## src/design/lsbe_pkg.sv

```systemverilog
// Shared types, codes and lookup tables for the light sensor brightness estimator.
package lsbe_pkg;

    localparam int CFG_IDX_W  = 2;
    localparam int CFG_DATA_W = 16;
    localparam int LUT_IDX_W  = 4;
    localparam int LUT_LAST   = 13;

    localparam logic [CFG_IDX_W-1:0] CFG_BRIGHT_CEIL  = 2'd0;
    localparam logic [CFG_IDX_W-1:0] CFG_BRIGHT_FLOOR = 2'd1;
    localparam logic [CFG_IDX_W-1:0] CFG_LUX_CEIL     = 2'd2;

    typedef enum logic [3:0] {
        S_IDLE,
        S_RDIV,
        S_RWAIT,
        S_SEG,
        S_MUL,
        S_IDIV,
        S_IWAIT,
        S_ILLUM,
        S_BMUL,
        S_BDIV,
        S_BWAIT,
        S_DONE
    } state_t;

    typedef enum logic [1:0] {
        DIV_RATIO,
        DIV_INTERP,
        DIV_BRIGHT
    } div_sel_t;

    typedef struct packed {
        logic     load_filter;
        logic     div_start;
        div_sel_t div_sel;
        logic     seg_load;
        logic     mul_load;
        logic     illum_load;
        logic     bmul_load;
        logic     out_load;
    } cmd_t;

    typedef struct packed {
        logic div_done;
    } status_t;

    function automatic logic [15:0] lut_x(input logic [LUT_IDX_W-1:0] k);
        logic [15:0] v;
        unique case (k)
            4'd0:    v = 16'd0;
            4'd1:    v = 16'd21;
            4'd2:    v = 16'd64;
            4'd3:    v = 16'd106;
            4'd4:    v = 16'd192;
            4'd5:    v = 16'd448;
            4'd6:    v = 16'd960;
            4'd7:    v = 16'd1984;
            4'd8:    v = 16'd4032;
            4'd9:    v = 16'd8128;
            4'd10:   v = 16'd16320;
            4'd11:   v = 16'd32704;
            4'd12:   v = 16'd65472;
            4'd13:   v = 16'd65535;
            default: v = 16'd0;
        endcase
        return v;
    endfunction

    function automatic logic [15:0] lut_y(input logic [LUT_IDX_W-1:0] k);
        logic [15:0] v;
        unique case (k)
            4'd0:    v = 16'd0;
            4'd1:    v = 16'd3;
            4'd2:    v = 16'd13;
            4'd3:    v = 16'd26;
            4'd4:    v = 16'd60;
            4'd5:    v = 16'd202;
            4'd6:    v = 16'd599;
            4'd7:    v = 16'd1689;
            4'd8:    v = 16'd4652;
            4'd9:    v = 16'd12665;
            4'd10:   v = 16'd34285;
            4'd11:   v = 16'd65535;
            4'd12:   v = 16'd65535;
            4'd13:   v = 16'd65535;
            default: v = 16'd0;
        endcase
        return v;
    endfunction

    // first breakpoint index from 1 on whose x is not below the ratio, limited to the last one
    function automatic logic [LUT_IDX_W-1:0] lut_segment(input logic [15:0] ratio);
        logic [LUT_IDX_W-1:0] k;
        k = LUT_IDX_W'(1);
        for (int j = 1; j < LUT_LAST; j++) begin
            if (ratio > lut_x(LUT_IDX_W'(j))) begin
                k = LUT_IDX_W'(j + 1);
            end
        end
        return k;
    endfunction

endpackage

```

## src/design/light_sensor_brightness_estimator_top.sv

```systemverilog
// Light sensor brightness estimator: top level joining controller and datapath.
//
// Input channel s_*: one ADC sample per beat (s_valid/s_ready). Output channel
// m_*: one beat per sample carrying illuminance (10.6 fixed point) and the
// scaled display brightness. Configuration: cfg_wr_en with cfg_index selects the
// brightness ceiling (0), the brightness floor (1) or the illuminance ceiling (2);
// other indexes are ignored. Write configuration only while the block is idle.
//
// One shared restoring divider, one quotient bit per cycle over DW bits with
// DW = max(32, ADC_BITS + FILTER_SHIFT + 7), runs three divisions per sample:
// the sensor ratio, the table interpolation and the brightness scaling.
// The result beat is loaded after the brightness division, once the output
// register is free. One sample is processed at a time and the next is accepted
// in the cycle after the result is loaded.
//
// Reset loads the register defaults, clears the filter and arms the first
// sample to load the filter directly. A finished result sits in the output
// register; the next sample is accepted and processed while it waits, and the
// block only holds in its final step if the receiver has still not taken it.
module light_sensor_brightness_estimator_top #(
    parameter int FILTER_SHIFT = 12,
    parameter int ADC_BITS     = 12
) (
    input  logic                            aclk,
    input  logic                            aresetn,
    input  logic                            s_valid,
    output logic                            s_ready,
    input  logic [ADC_BITS-1:0]             s_adc_sample,
    output logic                            m_valid,
    input  logic                            m_ready,
    output logic [15:0]                     m_illuminance,
    output logic [15:0]                     m_brightness,
    input  logic                            cfg_wr_en,
    input  logic [lsbe_pkg::CFG_IDX_W-1:0]  cfg_index,
    input  logic [lsbe_pkg::CFG_DATA_W-1:0] cfg_wdata
);
    import lsbe_pkg::*;

    cmd_t    cmd;
    status_t stat;

    lsbe_ctrl u_ctrl (
        .aclk    (aclk),
        .aresetn (aresetn),
        .s_valid (s_valid),
        .s_ready (s_ready),
        .m_valid (m_valid),
        .m_ready (m_ready),
        .cmd     (cmd),
        .stat    (stat)
    );

    lsbe_datapath #(
        .FILTER_SHIFT (FILTER_SHIFT),
        .ADC_BITS     (ADC_BITS)
    ) u_datapath (
        .aclk        (aclk),
        .aresetn     (aresetn),
        .cmd         (cmd),
        .stat        (stat),
        .adc_sample  (s_adc_sample),
        .cfg_wr_en   (cfg_wr_en),
        .cfg_index   (cfg_index),
        .cfg_wdata   (cfg_wdata),
        .illuminance (m_illuminance),
        .brightness  (m_brightness)
    );

endmodule

```

## src/design/lsbe_div.sv

```systemverilog
// Restoring divider, one quotient bit per cycle.
module lsbe_div #(
    parameter int DVD_W = 32,
    parameter int DVS_W = 24
) (
    input  logic             aclk,
    input  logic             aresetn,
    input  logic             start,
    input  logic [DVD_W-1:0] dividend,
    input  logic [DVS_W-1:0] divisor,
    output logic             done,
    output logic [DVD_W-1:0] quotient
);

    localparam int CNT_W = $clog2(DVD_W + 1);

    logic             busy_reg, busy_next;
    logic             done_reg, done_next;
    logic [CNT_W-1:0] cnt_reg, cnt_next;
    logic [DVD_W-1:0] quo_reg, quo_next;
    logic [DVS_W-1:0] rem_reg, rem_next;
    logic [DVS_W-1:0] dvs_reg, dvs_next;
    logic [DVS_W:0]   trial;
    logic             fits;

    assign trial = {rem_reg, quo_reg[DVD_W-1]};
    assign fits  = trial >= {1'b0, dvs_reg};

    always_comb begin
        busy_next = busy_reg;
        done_next = 1'b0;
        cnt_next  = cnt_reg;
        quo_next  = quo_reg;
        rem_next  = rem_reg;
        dvs_next  = dvs_reg;
        if (start) begin
            busy_next = 1'b1;
            cnt_next  = CNT_W'(DVD_W);
            quo_next  = dividend;
            rem_next  = '0;
            dvs_next  = divisor;
        end else if (busy_reg) begin
            quo_next = {quo_reg[DVD_W-2:0], fits};
            rem_next = fits ? DVS_W'(trial - {1'b0, dvs_reg}) : trial[DVS_W-1:0];
            cnt_next = cnt_reg - CNT_W'(1);
            if (cnt_reg == CNT_W'(1)) begin
                busy_next = 1'b0;
                done_next = 1'b1;
            end
        end
    end

    always_ff @(posedge aclk) begin
        if (!aresetn) begin
            busy_reg <= 1'b0;
            done_reg <= 1'b0;
            cnt_reg  <= '0;
        end else begin
            busy_reg <= busy_next;
            done_reg <= done_next;
            cnt_reg  <= cnt_next;
        end
        quo_reg <= quo_next;
        rem_reg <= rem_next;
        dvs_reg <= dvs_next;
    end

    assign done     = done_reg;
    assign quotient = quo_reg;

endmodule

```

## src/design/lsbe_datapath.sv

```systemverilog
// Filter, ratio, table interpolation and brightness scaling datapath.
module lsbe_datapath #(
    parameter int FILTER_SHIFT = 12,
    parameter int ADC_BITS     = 12
) (
    input  logic                              aclk,
    input  logic                              aresetn,
    input  lsbe_pkg::cmd_t                    cmd,
    output lsbe_pkg::status_t                 stat,
    input  logic [ADC_BITS-1:0]               adc_sample,
    input  logic                              cfg_wr_en,
    input  logic [lsbe_pkg::CFG_IDX_W-1:0]    cfg_index,
    input  logic [lsbe_pkg::CFG_DATA_W-1:0]   cfg_wdata,
    output logic [15:0]                       illuminance,
    output logic [15:0]                       brightness
);
    import lsbe_pkg::*;

    localparam int FW    = ADC_BITS + FILTER_SHIFT;
    localparam int TW    = FW + 2;
    localparam int DVD_W = (FW + 7 > 32) ? FW + 7 : 32;
    localparam int DVS_W = (FW > 16) ? FW : 16;
    localparam logic [TW-1:0] HALF = TW'(1) << (FILTER_SHIFT - 1);
    localparam logic [FW:0]   FULL = (FW + 1)'(1) << FW;

    logic [15:0]          max_bright_reg, min_bright_reg, max_illum_reg;
    logic [FW-1:0]        fv_reg, fv_next;
    logic                 first_reg;
    logic [15:0]          ratio_reg;
    logic [LUT_IDX_W-1:0] seg_reg;
    logic [31:0]          prod0_reg, prod1_reg;
    logic [15:0]          illum_reg;
    logic [31:0]          bprod_reg;
    logic [15:0]          out_illum_reg, out_bright_reg;

    logic [FW-1:0]        target;
    logic signed [TW-1:0] t_s, d_s;
    logic [FW:0]          diff;
    logic [31:0]          isum;
    logic [15:0]          x0, x1, y0, y1, dx;
    logic [15:0]          ratio_sat, clamped, b_raw, b_out;
    logic                 div_start, div_done;
    logic [DVD_W-1:0]     div_dvd, div_quo;
    logic [DVS_W-1:0]     div_dvs;

    assign target = {adc_sample, {FILTER_SHIFT{1'b0}}};
    assign t_s    = $signed({2'b00, target}) - $signed({2'b00, fv_reg}) + $signed(HALF);
    assign d_s    = t_s >>> FILTER_SHIFT;
    assign fv_next = first_reg ? target : fv_reg + d_s[FW-1:0];

    assign diff = FULL - {1'b0, fv_reg};
    assign isum = prod0_reg + prod1_reg;
    assign x0   = lut_x(seg_reg - LUT_IDX_W'(1));
    assign x1   = lut_x(seg_reg);
    assign y0   = lut_y(seg_reg - LUT_IDX_W'(1));
    assign y1   = lut_y(seg_reg);
    assign dx   = x1 - x0;

    always_comb begin
        div_dvd = '0;
        div_dvs = '0;
        unique case (cmd.div_sel)
            DIV_RATIO: begin
                div_dvd = DVD_W'({diff, 6'b000000});
                div_dvs = DVS_W'(fv_reg);
            end
            DIV_INTERP: begin
                div_dvd = DVD_W'(isum);
                div_dvs = DVS_W'(dx);
            end
            DIV_BRIGHT: begin
                div_dvd = DVD_W'(bprod_reg);
                div_dvs = DVS_W'(max_illum_reg);
            end
            default: begin
                div_dvd = '0;
                div_dvs = '0;
            end
        endcase
    end

    assign div_start = cmd.div_start;

    lsbe_div #(
        .DVD_W (DVD_W),
        .DVS_W (DVS_W)
    ) u_div (
        .aclk     (aclk),
        .aresetn  (aresetn),
        .start    (div_start),
        .dividend (div_dvd),
        .divisor  (div_dvs),
        .done     (div_done),
        .quotient (div_quo)
    );

    assign stat.div_done = div_done;

    assign ratio_sat = (|div_quo[DVD_W-1:16]) ? 16'hFFFF : div_quo[15:0];
    assign clamped   = (illum_reg > max_illum_reg) ? max_illum_reg : illum_reg;
    assign b_raw     = (max_illum_reg == 16'd0) ? max_bright_reg : div_quo[15:0];
    assign b_out     = (b_raw < min_bright_reg) ? min_bright_reg : b_raw;

    always_ff @(posedge aclk) begin
        if (!aresetn) begin
            max_bright_reg <= 16'hFFFF;
            min_bright_reg <= 16'h0000;
            max_illum_reg  <= 16'hFFFF;
            fv_reg         <= '0;
            first_reg      <= 1'b1;
        end else begin
            if (cfg_wr_en) begin
                unique case (cfg_index)
                    CFG_BRIGHT_CEIL:  max_bright_reg <= cfg_wdata;
                    CFG_BRIGHT_FLOOR: min_bright_reg <= cfg_wdata;
                    CFG_LUX_CEIL:     max_illum_reg  <= cfg_wdata;
                    default: ;
                endcase
            end
            if (cmd.load_filter) begin
                fv_reg    <= fv_next;
                first_reg <= 1'b0;
            end
        end
    end

    always_ff @(posedge aclk) begin
        if (cmd.seg_load) begin
            ratio_reg <= ratio_sat;
            seg_reg   <= lut_segment(ratio_sat);
        end
        if (cmd.mul_load) begin
            prod0_reg <= {16'd0, y1} * {16'd0, ratio_reg - x0};
            prod1_reg <= {16'd0, y0} * {16'd0, x1 - ratio_reg};
        end
        if (cmd.illum_load) begin
            illum_reg <= (fv_reg == '0) ? 16'hFFFF : div_quo[15:0];
        end
        if (cmd.bmul_load) begin
            bprod_reg <= {16'd0, max_bright_reg} * {16'd0, clamped};
        end
        if (cmd.out_load) begin
            out_illum_reg  <= illum_reg;
            out_bright_reg <= b_out;
        end
    end

    assign illuminance = out_illum_reg;
    assign brightness  = out_bright_reg;

endmodule

```

## src/design/lsbe_ctrl.sv

```systemverilog
// Sequencing state machine and handshake control for the estimator.
module lsbe_ctrl (
    input  logic              aclk,
    input  logic              aresetn,
    input  logic              s_valid,
    output logic              s_ready,
    output logic              m_valid,
    input  logic              m_ready,
    output lsbe_pkg::cmd_t    cmd,
    input  lsbe_pkg::status_t stat
);
    import lsbe_pkg::*;

    state_t state_reg, state_next;
    logic   m_valid_reg, m_valid_next;
    logic   out_free;

    assign out_free = !m_valid_reg || m_ready;

    always_comb begin
        state_next = state_reg;
        unique case (state_reg)
            S_IDLE:  if (s_valid) state_next = S_RDIV;
            S_RDIV:  state_next = S_RWAIT;
            S_RWAIT: if (stat.div_done) state_next = S_SEG;
            S_SEG:   state_next = S_MUL;
            S_MUL:   state_next = S_IDIV;
            S_IDIV:  state_next = S_IWAIT;
            S_IWAIT: if (stat.div_done) state_next = S_ILLUM;
            S_ILLUM: state_next = S_BMUL;
            S_BMUL:  state_next = S_BDIV;
            S_BDIV:  state_next = S_BWAIT;
            S_BWAIT: if (stat.div_done) state_next = S_DONE;
            S_DONE:  if (out_free) state_next = S_IDLE;
            default: state_next = S_IDLE;
        endcase
    end

    always_comb begin
        cmd = '0;
        cmd.div_sel = DIV_RATIO;
        unique case (state_reg)
            S_IDLE:  cmd.load_filter = s_valid;
            S_RDIV:  cmd.div_start = 1'b1;
            S_SEG:   cmd.seg_load = 1'b1;
            S_MUL:   cmd.mul_load = 1'b1;
            S_IDIV: begin
                cmd.div_start = 1'b1;
                cmd.div_sel   = DIV_INTERP;
            end
            S_ILLUM: cmd.illum_load = 1'b1;
            S_BMUL:  cmd.bmul_load = 1'b1;
            S_BDIV: begin
                cmd.div_start = 1'b1;
                cmd.div_sel   = DIV_BRIGHT;
            end
            S_BWAIT: cmd.div_sel = DIV_BRIGHT;
            S_DONE: begin
                cmd.div_sel  = DIV_BRIGHT;
                cmd.out_load = out_free;
            end
            default: ;
        endcase
    end

    always_comb begin
        priority if (cmd.out_load) begin
            m_valid_next = 1'b1;
        end else if (m_ready) begin
            m_valid_next = 1'b0;
        end else begin
            m_valid_next = m_valid_reg;
        end
    end

    always_ff @(posedge aclk) begin
        if (!aresetn) begin
            state_reg   <= S_IDLE;
            m_valid_reg <= 1'b0;
        end else begin
            state_reg   <= state_next;
            m_valid_reg <= m_valid_next;
        end
    end

    assign s_ready = (state_reg == S_IDLE);
    assign m_valid = m_valid_reg;

`ifndef SYNTHESIS
    a_accept_starts_ratio: assert property (@(posedge aclk) disable iff (!aresetn)
        (s_valid && s_ready) |=> (state_reg == S_RDIV))
        else $error("accepted beat did not start the ratio division");

    a_out_load_free: assert property (@(posedge aclk) disable iff (!aresetn)
        cmd.out_load |-> (!m_valid_reg || m_ready))
        else $error("result register overwritten while a beat waits");

    a_done_in_wait: assert property (@(posedge aclk) disable iff (!aresetn)
        stat.div_done |-> (state_reg == S_RWAIT || state_reg == S_IWAIT
                           || state_reg == S_BWAIT))
        else $error("divider finished outside a wait state");

    a_valid_from_done: assert property (@(posedge aclk) disable iff (!aresetn)
        $rose(m_valid_reg) |-> ($past(state_reg) == S_DONE))
        else $error("result beat raised outside the done state");
`endif

endmodule
```

## config.mk

```make
export PLATFORM = sky130hd
export DESIGN_NAME = light_sensor_brightness_estimator_top
export DESIGN_NICKNAME = d
export VERILOG_FILES = /design/src/design/lsbe_pkg.sv /design/src/design/light_sensor_brightness_estimator_top.sv /design/src/design/lsbe_div.sv /design/src/design/lsbe_datapath.sv /design/src/design/lsbe_ctrl.sv
export SDC_FILE = /design/constraint.sdc
export NUM_CORES = 2
export LEC_CHECK = 0
export ABC_AREA = 1
export BUFFER_PORTS_ARGS = -buffer_cell sky130_fd_sc_hd__buf_2
export CORE_ASPECT_RATIO = 0.9
export CORE_UTILIZATION = 60
export CTS_CLUSTER_DIAMETER = 30
export DETAILED_ROUTE_END_ITERATION = 6
export GPL_TIMING_DRIVEN = 1
export PLACE_DENSITY = 0.79
export RECOVER_POWER = 25
export SKIP_LAST_GASP = 1
export SLEW_MARGIN = 0
export SYNTH_ARGS = -nofsm -noshare
export SYNTH_HDL_FRONTEND = slang
export SYNTH_SLANG_ARGS = --single-unit
```

## constraint.sdc

```tcl
create_clock -name aclk -period 8.05 [get_ports aclk]
set_input_delay 0.4025 -clock aclk [delete_from_list [all_inputs] [get_ports aclk]]
set_output_delay 0.4025 -clock aclk [all_outputs]
set_load 0.05 [all_outputs]
```

==> run_summary.xml <==
<?xml version="1.0" encoding="UTF-8"?>
<metrics>
  <group name="run_status">
    <metric name="outcome" unit="">complete, but fails checks</metric>
    <metric name="failing_checks" unit="">capacitance limit, slew limit</metric>
  </group>
  <group name="synth">
    <metric name="prevailing_post_synth_register_cell" unit="">edfxtp_1</metric>
    <metric name="post_synth.cell_area_avg" unit="um^2">7.90</metric>
    <metric name="synth_cells" unit="">5944</metric>
    <metric name="ys_ff_latch" unit="">330</metric>
    <metric name="post_synth_instance_area" unit="um^2">47000</metric>
    <metric name="yosysSeqAreaShare" unit="">0.187</metric>
    <metric name="postSynthNetCount" unit="">7061</metric>
    <metric name="synth-edff-count" unit="">220</metric>
    <metric name="synthesis.yosys.warnings" unit="">0</metric>
    <metric name="synth-async-reset-ratio" unit="">0</metric>
    <metric name="netlist-cell-type-count" unit="">61</metric>
  </group>
  <group name="grt">
    <metric name="grt_usage" unit="">0.382</metric>
    <metric name="initial_antenna_violation_count" unit="">5</metric>
    <metric name="grt_start_max_net_pins" unit="">73</metric>
    <metric name="grt_pass1_wl" unit="um">233000</metric>
    <metric name="global_route.overflow_total" unit="">0</metric>
    <metric name="grt_pass1_vias" unit="">41600</metric>
  </group>
  <group name="detailed_routing">
    <metric name="detail_route.wirelength" unit="um">153000</metric>
    <metric name="route.detailed.wl_per_inst" unit="um">20.7</metric>
    <metric name="drt_drc_violations_left" unit="">0</metric>
    <metric name="drt-pass1-iter-count" unit="">6</metric>
    <metric name="detailedRoute.firstIterationViolations" unit="">4319</metric>
    <metric name="detailroute.via_count" unit="">42600</metric>
    <metric name="route.detailed.vias_per_inst" unit="">5.76</metric>
    <metric name="route.antenna.remaining_nets" unit="">0</metric>
  </group>
  <group name="floorplanning">
    <metric name="start_util" unit="">0.611</metric>
    <metric name="placement_rows" unit="">96</metric>
    <metric name="placeableCoreArea" unit="um^2">76900</metric>
    <metric name="die_height" unit="um">267</metric>
    <metric name="fp.dieArea" unit="um^2">79400</metric>
    <metric name="floorplan.io_pins" unit="">69</metric>
    <metric name="chipWidth" unit="um">297</metric>
  </group>
  <group name="finish">
    <metric name="flow.area_growth_from_synthesis" unit="%">16.2</metric>
    <metric name="non_filler_cells_final" unit="">7390</metric>
    <metric name="layout.cells.most_common_list" unit="">inv_1 (1205), nand2_1 (1119), nor2_1 (603), fa_1 (579), ha_1 (460)</metric>
    <metric name="post_route_utilization" unit="">0.710</metric>
    <metric name="final_common_cell" unit="">inv_1</metric>
    <metric name="finalNetCount" unit="">7410</metric>
    <metric name="drive_gt1_frac" unit="">0.130</metric>
    <metric name="multiInputGateArea" unit="um^2">34200</metric>
    <metric name="ff_latch_area" unit="um^2">8810</metric>
    <metric name="n_fill_cell" unit="">6230</metric>
  </group>
  <group name="sta">
    <metric name="tightest_slew" unit="ns">2.77</metric>
    <metric name="period_share" unit="">0.999</metric>
    <metric name="slew_viol_final" unit="">54</metric>
    <metric name="relSlewSlack" unit="">-0.847</metric>
    <metric name="rsz0062_at_grt" unit="">yes</metric>
    <metric name="finalCriticalPeriod" unit="ns">8.04</metric>
    <metric name="finClkSkew" unit="ns">0.0597</metric>
    <metric name="hold_violations" unit="">0</metric>
    <metric name="setup_viol_count_final" unit="">0</metric>
    <metric name="max_freq" unit="MHz">124</metric>
  </group>
  <group name="setup_path">
    <metric name="setup.worst_path.end_class" unit="">flip-flop</metric>
    <metric name="timing.critical_path.fanout_max" unit="">4</metric>
    <metric name="critical_path_class" unit="">reg2reg</metric>
    <metric name="critical-path-max-stage-delay" unit="ns">0.56</metric>
    <metric name="worst-endpoint-required" unit="ns">8.40</metric>
    <metric name="slowest_stage" unit="">fa_1</metric>
    <metric name="worst_setup_path_start_kind" unit="">flip-flop</metric>
    <metric name="cp_data_arrival_time" unit="ns">8.39</metric>
    <metric name="path_common_cell" unit="">fa_1</metric>
  </group>
  <group name="clocking">
    <metric name="cts_tree" unit="">built</metric>
    <metric name="clk_pin_slew" unit="ns">0.05</metric>
    <metric name="htree_levels" unit="">3</metric>
    <metric name="postCtsHoldBufs" unit="">0</metric>
    <metric name="cts_sinks" unit="">330</metric>
    <metric name="clk_root_buffer_cell" unit="">clkbuf_16</metric>
    <metric name="cts.path.max_buffers" unit="">3</metric>
    <metric name="cts_buffers" unit="">78</metric>
    <metric name="clock_insertion_delay_worst_skew" unit="ns">0.65</metric>
  </group>
  <group name="job">
    <metric name="timing.max_cap.violations" unit="">1</metric>
  </group>
  <group name="place">
    <metric name="place.gp.congestion" unit="">1.03</metric>
    <metric name="dp_hpwl" unit="um">122000</metric>
    <metric name="placedCellCount" unit="">7206</metric>
    <metric name="io_buffers" unit="">68</metric>
  </group>
  <group name="worst_hold_path">
    <metric name="holdCritPathClass" unit="">in2reg</metric>
  </group>
</metrics>
-- per-layer routing --
layer | GRT usage | wire [um] | up-vias
met4 | 0.140 | 6000 | 0
met5 | 0 | 0 | -
li1 | - | - | 19500
met3 | 0.0900 | 18200 | 377
met2 | 0.585 | 66300 | 2293
met1 | 0.529 | 62300 | 20400
-- cell usage after synthesis, types with 16 or more instances --
master / n / area (um^2)
xor2_1: 97 / 850
inv_1: 1232 / 4620
a21o_1: 23 / 173
nand2_1: 1154 / 4330
a31oi_1: 32 / 200
fa_1: 588 / 11800
o211ai_1: 64 / 480
nand3_1: 217 / 1090
o21ai_1: 18 / 90.1
nor4_1: 17 / 106
a21oi_1: 336 / 1680
edfxtp_1: 220 / 6610
nor2_1: 634 / 2380
xnor2_1: 48 / 420
nor3_1: 43 / 215
nand4_1: 30 / 188
o221ai_1: 16 / 140
o21ai_0: 203 / 1020
or2_2: 44 / 275
ha_1: 494 / 6180
clkbuf_1: 110 / 413
o21bai_1: 21 / 158
o21a_1: 16 / 120
dfxtp_1: 110 / 2200
-- critical path, delay by kind of cell (launching register included) --
kind	cells	cell delay [ns]
AND/OR/NAND/NOR	9	1.22
adder cells (fa/ha/maj)	9	3.83
buffers and inverters	9	0.86
XOR/XNOR	2	0.41
AO/OA/AOI/OAI	8	1.03
flip-flops	1	0.43
-- cell type report --
cell class	instances	area share
Multi-Input combinational cell	4229	0.626
Clock buffer	90	0.0370
Inverter	1253	0.0865
Timing Repair Buffer	401	0.0524
Antenna cell	3	0.000138
Clock inverter	55	0.0131
Tap cell	1029	0.0236
Sequential cell	330	0.161
-- cell families after synthesis --
kind of cell	share of synthesized area
flip-flops	0.187
adder cells (fa/ha/maj)	0.382
AO/OA/AOI/OAI	0.0996
XOR/XNOR	0.0280
buffers and inverters	0.112
AND/OR/NAND/NOR	0.191
-- worst paths after layout --
path	startpoint	endpoint	slack [ns]	depth (start not counted)
hold reg to reg	u_datapath.min_bright_reg[0]	u_datapath.min_bright_reg[0]	0.47	2
setup / recovery	u_datapath.seg_reg[2]	u_datapath.prod1_reg[26]	0.01	37
hold / removal	cfg_wdata[5]	u_datapath.max_bright_reg[5]	0.04	3
setup reg to reg	u_datapath.seg_reg[2]	u_datapath.prod1_reg[26]	0.01	37
-- per-stage QoR --
step / hold WS (ns) / setup WS [ns] / area [um^2] / setup TNS, ns
after detailed placement: 0.460 / -0.238 / 50500 / -1.69
after CTS: 0.0172 / -0.0376 / 53400 / -0.0376
final: 0.0353 / 0.0106 / 54600 / 0
after floorplan: 0.426 / 0.00444 / 47100 / 0
after global placement: 0.458 / -0.0938 / 50500 / -0.212
after global routing: 0.0441 / -0.294 / 54600 / -3.73
-- what timing repair did --
action	CTS	global route
gates cloned	0	1
buffers inserted	4	32
pin swaps	11	95
endpoints found under the hold margin	0	0
gates resized for setup	34	276
endpoints found under the setup margin	23	51
Power is left out: the tool's default activity adds up to more than one toggle a clock period on the data nets, which glitch-free logic cannot reach.
